--- src/hdl/idb_pkg.sv ---
// Shared constants, types and functions of the integer dictionary builder
package idb_pkg;

   // Table geometry (power-of-two sizes)
   localparam int BUCKETS  = 1024;
   localparam int ENTRIES  = 1024;
   localparam int BUCKET_W = $clog2(BUCKETS);
   localparam int REF_W    = $clog2(ENTRIES);
   localparam int LINK_W   = REF_W + 1;          // valid bit plus reference
   localparam int CNT_W    = REF_W + 1;          // holds 0..ENTRIES
   localparam int VALUE_W  = 64;
   localparam int KIND_W   = 2;
   localparam int BITS_W   = 4;

   localparam logic [BITS_W-1:0]  BITS_RESET = 4'd10;
   localparam logic [VALUE_W-1:0] HASH_MULT  = 64'h0000_0000_5bd1_e995;
   localparam logic [CNT_W-1:0]   COUNT_CAP  = CNT_W'(ENTRIES);

   // Register file
   localparam int CSR_ADDR_W = 3;
   localparam int CSR_DATA_W = 32;
   localparam logic [CSR_ADDR_W-3:0] REG_BUCKET_BITS = '0;

   typedef enum logic [KIND_W-1:0] {
      KIND_EXISTING = 2'd0,
      KIND_NEW      = 2'd1,
      KIND_NULL     = 2'd2,
      KIND_NOP      = 2'd3
   } row_kind_type;

   // Controller to datapath
   typedef struct packed {
      logic capture;        // latch the accepted item
      logic sweep;          // clear one bucket head
      logic clear_counts;   // zero totals and result
      logic count_null;
      logic count_nop;
      logic head_rd;        // hash and read bucket head
      logic entry_rd_head;  // read entry named by bucket head
      logic entry_rd_next;  // read entry named by chain link
      logic hit_upd;        // bump dup count of matched entry
      logic miss_upd;       // append entry or flag overflow
      logic load_rsp;       // move result into output register
   } idb_cmd_type;

   // Datapath to controller
   typedef struct packed {
      logic is_clear;
      logic is_null;
      logic is_nop;
      logic head_valid;
      logic match;
      logic next_valid;
      logic sweep_last;
   } idb_status_type;

   // Saturating count increment
   function automatic logic [CNT_W-1:0] count_inc(input logic [CNT_W-1:0] c);
      return (c < COUNT_CAP) ? c + CNT_W'(1) : COUNT_CAP;
   endfunction

   // Bucket index: low bits of value * HASH_MULT, masked to the low bucket_bits bits (at least one)
   function automatic logic [BUCKET_W-1:0] hash_pos(input logic [VALUE_W-1:0] v,
                                                    input logic [BITS_W-1:0] bits);
      logic [2*BUCKET_W-1:0] prod;
      logic [BUCKET_W-1:0]   mask;
      logic [BITS_W-1:0]     eff;
      eff  = (bits == '0) ? BITS_W'(1) : bits;
      prod = v[BUCKET_W-1:0] * HASH_MULT[BUCKET_W-1:0];
      for (int i = 0; i < BUCKET_W; i++) begin
         mask[i] = (i < int'(eff));
      end
      return prod[BUCKET_W-1:0] & mask;
   endfunction

endpackage

--- src/hdl/idb_ctrl.sv ---
// Sequencer of the dictionary builder: handshakes, chain walk and clearing sweep
module idb_ctrl (
   input  logic                   clock,
   input  logic                   reset,
   input  logic                   req_valid,
   output logic                   req_ready,
   output logic                   rsp_valid,
   input  logic                   rsp_ready,
   input  idb_pkg::idb_status_type status,
   output idb_pkg::idb_cmd_type    cmd
);

   typedef enum logic [2:0] {
      S_SWEEP,
      S_IDLE,
      S_DISPATCH,
      S_HEAD,
      S_WALK,
      S_MISS,
      S_DONE
   } state_type;

   state_type state_ff, state_in;
   logic      reply_ff, reply_in;       // sweep belongs to a clear item
   logic      rsp_valid_ff, rsp_valid_in;
   logic      rsp_free;

   assign rsp_free  = !rsp_valid_ff || rsp_ready;
   assign req_ready = (state_ff == S_IDLE);
   assign rsp_valid = rsp_valid_ff;

   // Next state and commands
   always_comb begin
      state_in     = state_ff;
      reply_in     = reply_ff;
      rsp_valid_in = rsp_valid_ff && !rsp_ready;
      cmd          = '0;
      case (state_ff)
         S_SWEEP: begin
            cmd.sweep = 1'b1;
            if (status.sweep_last) begin
               state_in = reply_ff ? S_DONE : S_IDLE;
               reply_in = 1'b0;
            end
         end
         S_IDLE: begin
            if (req_valid) begin
               cmd.capture = 1'b1;
               state_in    = S_DISPATCH;
            end
         end
         S_DISPATCH: begin
            if (status.is_clear) begin
               cmd.clear_counts = 1'b1;
               reply_in         = 1'b1;
               state_in         = S_SWEEP;
            end else if (status.is_null) begin
               cmd.count_null = 1'b1;
               state_in       = S_DONE;
            end else if (status.is_nop) begin
               cmd.count_nop = 1'b1;
               state_in      = S_DONE;
            end else begin
               cmd.head_rd = 1'b1;
               state_in    = S_HEAD;
            end
         end
         S_HEAD: begin
            if (status.head_valid) begin
               cmd.entry_rd_head = 1'b1;
               state_in          = S_WALK;
            end else begin
               state_in = S_MISS;
            end
         end
         S_WALK: begin
            if (status.match) begin
               cmd.hit_upd = 1'b1;
               state_in    = S_DONE;
            end else if (status.next_valid) begin
               cmd.entry_rd_next = 1'b1;
            end else begin
               state_in = S_MISS;
            end
         end
         S_MISS: begin
            cmd.miss_upd = 1'b1;
            state_in     = S_DONE;
         end
         S_DONE: begin
            if (rsp_free) begin
               cmd.load_rsp = 1'b1;
               rsp_valid_in = 1'b1;
               state_in     = S_IDLE;
            end
         end
         default: begin
            state_in = S_IDLE;
         end
      endcase
   end

   // State and registered outputs; reset starts with a clearing sweep
   always_ff @(posedge clock) begin
      if (reset) begin
         state_ff     <= S_SWEEP;
         reply_ff     <= 1'b0;
         rsp_valid_ff <= 1'b0;
      end else begin
         state_ff     <= state_in;
         reply_ff     <= reply_in;
         rsp_valid_ff <= rsp_valid_in;
      end
   end

endmodule

--- config.mk ---
export PLATFORM = sky130hd
export DESIGN_NAME = idb_ctrl
export DESIGN_NICKNAME = d
export VERILOG_FILES = /design/src/hdl/idb_pkg.sv /design/src/hdl/idb_ctrl.sv
export SDC_FILE = /design/constraint.sdc
export NUM_CORES = 1
export LEC_CHECK = 0
export BUFFER_PORTS_ARGS = -buffer_cell sky130_fd_sc_hd__buf_2
export CAP_MARGIN = 20
export CORE_AREA = 2 2 39 41
export CTS_CLUSTER_DIAMETER = 40
export DETAILED_ROUTE_END_ITERATION = 6
export DIE_AREA = 0 0 41 43
export GPL_TIMING_DRIVEN = 0
export PLACE_DENSITY = 0.67
export SYNTH_ARGS = -nofsm -noshare
export SYNTH_HDL_FRONTEND = slang
export SYNTH_SLANG_ARGS = --single-unit
export TNS_END_PERCENT = 5
--- constraint.sdc ---
create_clock -name clock -period 1.1 [get_ports clock]
set_input_delay 0.11 -clock clock [delete_from_list [all_inputs] [get_ports clock]]
set_output_delay 0.11 -clock clock [all_outputs]
set_load 0.02 [all_outputs]
-- Word-level counts from Yosys, hierarchy flattened
Cells that the tools add are included.
- register bits: 5
- word-level logic and storage cells: 57
- reductions and logical operators: 8
- equal/unequal tests: 11
- multiplexer cells: 35
- operator list (kind ; number):
    3-bit two-way mux ; 10
    3-bit one-hot mux with 7 select lines ; 1
    1-bit two-way mux ; 20
    3-bit equality test, second input constant ; 3
    2-bit inequality test, second input constant ; 4
    3-bit by 2-bit equality test with 1-bit output, second input constant ; 2
    2-bit two-way mux ; 2
    4-bit two-way mux ; 1
    4-bit AND reduction ; 1
    3-bit by 1-bit equality test with 1-bit output, second input constant ; 1
    3-bit logical NOT ; 1
    3-bit inequality test, second input constant ; 1
    3-bit AND reduction ; 1
    1-bit logical NOT ; 2
    1-bit one-hot mux with 2 select lines ; 1
    2-bit nonzero test ; 1
    1-bit logical AND ; 1
    1-bit logical OR ; 1

-- Depth between registers and ports, before layout
- depth after elaboration: 4
- mapped depth: 5

-- Worst setup path after synthesis
Ideal clock, no wire load.
- path kind: register to register
- from: reg state_ff[2]
- to: reg reply_ff
- data required time: 0.986 ns
- clock period less this slack: 1.521 ns
- stages on the path, launching flop included: 6
- path slack: -0.421 ns
- setup time: 0.114 ns
- data arrival time: 1.408 ns
- path through: dfxtp_1 -> buf_2 -> nor3_1 -> nand2_1 -> a21oi_1 -> nor2_1
- longest elaborated chain between the ends: 3
- elaborated cells on any way between the ends: 7
- those cells by class: 3 x eq/ne; 1 x mux; 3 x reduce/logical
- RTL lines (element ; RTL line ; source):
    from (decl) ; idb_ctrl.sv:23 ; state_type state_ff, state_in;
    from (signal assigned) ; idb_ctrl.sv:110 ; state_ff <= state_in;
    3-bit by 2-bit equality test with 1-bit output or 3-bit logical NOT (tied branches) ; idb_ctrl.sv:38 ; case (state_ff)
    2-bit inequality test (no source line) or 2-bit nonzero test (tied branches) ; n/a ;
    3-bit AND reduction (no source line) ; n/a ;
    to (signal assigned) ; idb_ctrl.sv:111 ; reply_ff <= reply_in;
    to (decl) ; idb_ctrl.sv:24 ; logic reply_ff, reply_in;
Several ways; a longest one is shown, not always the timed one.
A chain may end at the register's enable or synchronous reset.

==> reports/metrics.cfg <==
[critical_path]
cp_common_cell = buf_6
path_class = reg2out
crit_chain = buf_6 > buf_4 > nor2b_4 > and3_1 > buf_6
slowest_delay_ns = 0.32
endpoint_kind = output port
r2r_slack_ns = -0.19
start_kind = register
crit_fanout = 5
cp_data_required_time_ns = 0.99
critPathSlowestCell = dfxtp_2
cp_data_arrival_time_ns = 1.22

[hold_path]
min_path_type = in2reg

[final_layout]
layout.area.seq_um2 = 108.9
syn_to_final_growth_pct = 84.13
n_fill_cell = 128
multi_input_area_um2 = 379.1
layout-drive-gt1-share_pct = 55.06
diodes = 0
nNetsFinal = 101
final_cells = 105

[logic_synthesis]
yosys-top-cells-area = dfxtp_1 24%, a21oi_1 7.2%, nand2b_1 6.0%
synth-seq-cells = 5
synth_top_area_share_pct = 23.95
ys_top_cells_by_count = 6 x a21oi_1, 6 x nor2_1, 5 x dfxtp_1
synth_top_area_cell = dfxtp_1
synth_edf_count = 0
ys.flop_type = dfxtp_1
async_flop_share_pct = 0
avgSynthCellArea_um2 = 7.083
synth_cell_types = 25
netlist_area_um2 = 417.9
yosysSeqAreaShare_pct = 23.95
postSynthCellCount = 59
synth_nets = 70
yosysWarnings = 0

[sta]
tightest_slew_ns = 0.3040
fin_crit_ns = 1.332
setup_viol = 16
maxSlewHeadroom_pct = 79.69
max_freq_mhz = 751.0
timing.hold.ws_ns = 0.1343
rsz0062_at_grt = true
finalHoldViolCount = 0
setup_slack_ns = -0.2315
slew_violations = 0
finClkSkew_ns = 0.002074
fin_crit_sh_pct = 121.0

[run_status]
status = finished with violations
failed_checks = negative setup slack

[placed_design]
place_ws_ns = -0.2024
gp_congestion = 0.6901
port_buffers = 23
place_hpwl_um = 844.5
dp_cells = 98

[die]
die_area_mm2 = 0.001763
io-pin-count = 24
core_area_mm2 = 0.001384
fp.dieH_um = 43
num_rows = 14
die_x_um = 41
initial_utilization_pct = 30.20

[route]
first_pass_iters = 4
routed_wl_mm = 1.196
postRouteAntennaNets = 0
vias = 540
avgViaCountPerCell = 5.143
drt-wirelength-per-cell_um = 11.39
initialDrtViolationCount = 13
drc = 0

[clock_network]
cts_sinks = 5
cts_hold_buf = 0
cts_made_buffers = 3
cts_tree = yes
clk_pin_slew_ns = 0.04
clk_latency_ns = 0.23
clockRootBuffer = clkbuf_4
h-tree-depth = 1
clockBufferDepth = 2

[pwr]
comb_power_share_pct = 45.9
p_leak_uw = 0.0003297
power_density_mw_per_mm2 = 1059
p_int_uw = 526.6
power_uw = 814.6
p_seq_share_pct = 29.4
clkPwrFrac_pct = 24.7
peakVddDrop_mv = 0.5597
power.switching_uw = 288.1
switching_share_pct = 35.36

[global_routing]
grt_pass1_vias = 445
grt_usage_pct = 15.28
antenna_found_initial = 0
grt_first_pass_wirelength_mm = 1.835
grt_max_degree = 11
overflow = 0

[run]
drv_cap = 0

-- cells in the final DEF (no fill, tap or decap), types with 2 or more instances in the layout --
| master | netlist | layout |
|---|---|---|
| nor2_1 | 6 | 5 |
| dfxtp_4 | 0 | 2 |
| a21oi_1 | 6 | 5 |
| buf_4 | 0 | 9 |
| nand2_1 | 4 | 4 |
| clkbuf_4 | 0 | 3 |
| nand3_1 | 3 | 3 |
| dfxtp_1 | 5 | 2 |
| and2_1 | 3 | 2 |
| buf_2 | 2 | 12 |
| buf_6 | 0 | 6 |
| nand2b_1 | 4 | 3 |
| o21ai_0 | 2 | 2 |
| nor3_4 | 0 | 2 |
| and3_1 | 3 | 3 |
-- logic make-up after synthesis --
family / count (synthesis) / synth area share, %
AND/OR/NAND/NOR: 36 / 50.30
buffers and inverters: 5 / 5.090
flip-flops: 5 / 23.95
AO/OA/AOI/OAI: 13 / 20.66
-- metal layers --
metal | vias to the layer above | part of all wire, % | track usage (%)
met1 | 243 | 44 | 19.35
met2 | 18 | 51 | 23.13
met5 | - | 0 | 0
met3 | 4 | 4.3 | 1.571
li1 | 275 | - | -
met4 | 0 | 0.92 | 10.00
-- area by class of cell --
type,count,share of cell area (%)
Multi-Input combinational cell,49,49.27
Timing Repair Buffer,26,23.90
Sequential cell,5,14.15
Buffer,3,5.203
Clock buffer,4,3.415
Tap cell,16,2.602
Inverter,2,1.463
-- per-stage QoR --
stage	utilization (%)	instance area, um2	TNS [ns]
CTS	54.61	755.7	-2.791
finish	55.61	769.5	-2.385
global route	55.61	769.5	-3.339
detailed placement	43.76	605.6	-1.115
floorplan	-	470.5	-0.1349
global placement	43.76	605.6	-1.080
-- final timing paths --
path,to,cells after the start,start
setup reg to reg,state_ff[0],4,state_ff[0]
setup / recovery,cmd[4],5,state_ff[2]
hold / removal,rsp_valid,2,reset
hold reg to reg,reply_ff,2,reply_ff
-- power groups by stage --
stage	combinational [uW]	clock (uW)	sequential (uW)
2_1_floorplan	225	0	225
6_report	374	201	240
5_1_grt	409	218	241
4_1_cts	360	214	239
3_3_place_gp	304	0	231
3_5_place_dp	303	0	230
-- critical path, delay by kind of cell (launching register included) --
family | cells | cell delay (ns)
buf+inv | 3 | 0.40
flops | 1 | 0.32
simple gates | 2 | 0.27
-- sequential cells by signal, summed over array words and instances, names as in the netlist --
name and count:
rsp_valid 1, reply_ff 1, state_ff 3
-- repair_timing --
item                                    in CTS  in global routing
endpoints found under the setup margin      15                 16
resized for setup                           30                  4
setup buffers                                3                  0
pin swaps                                    8                  6
(Power assumes the default switching activity.)
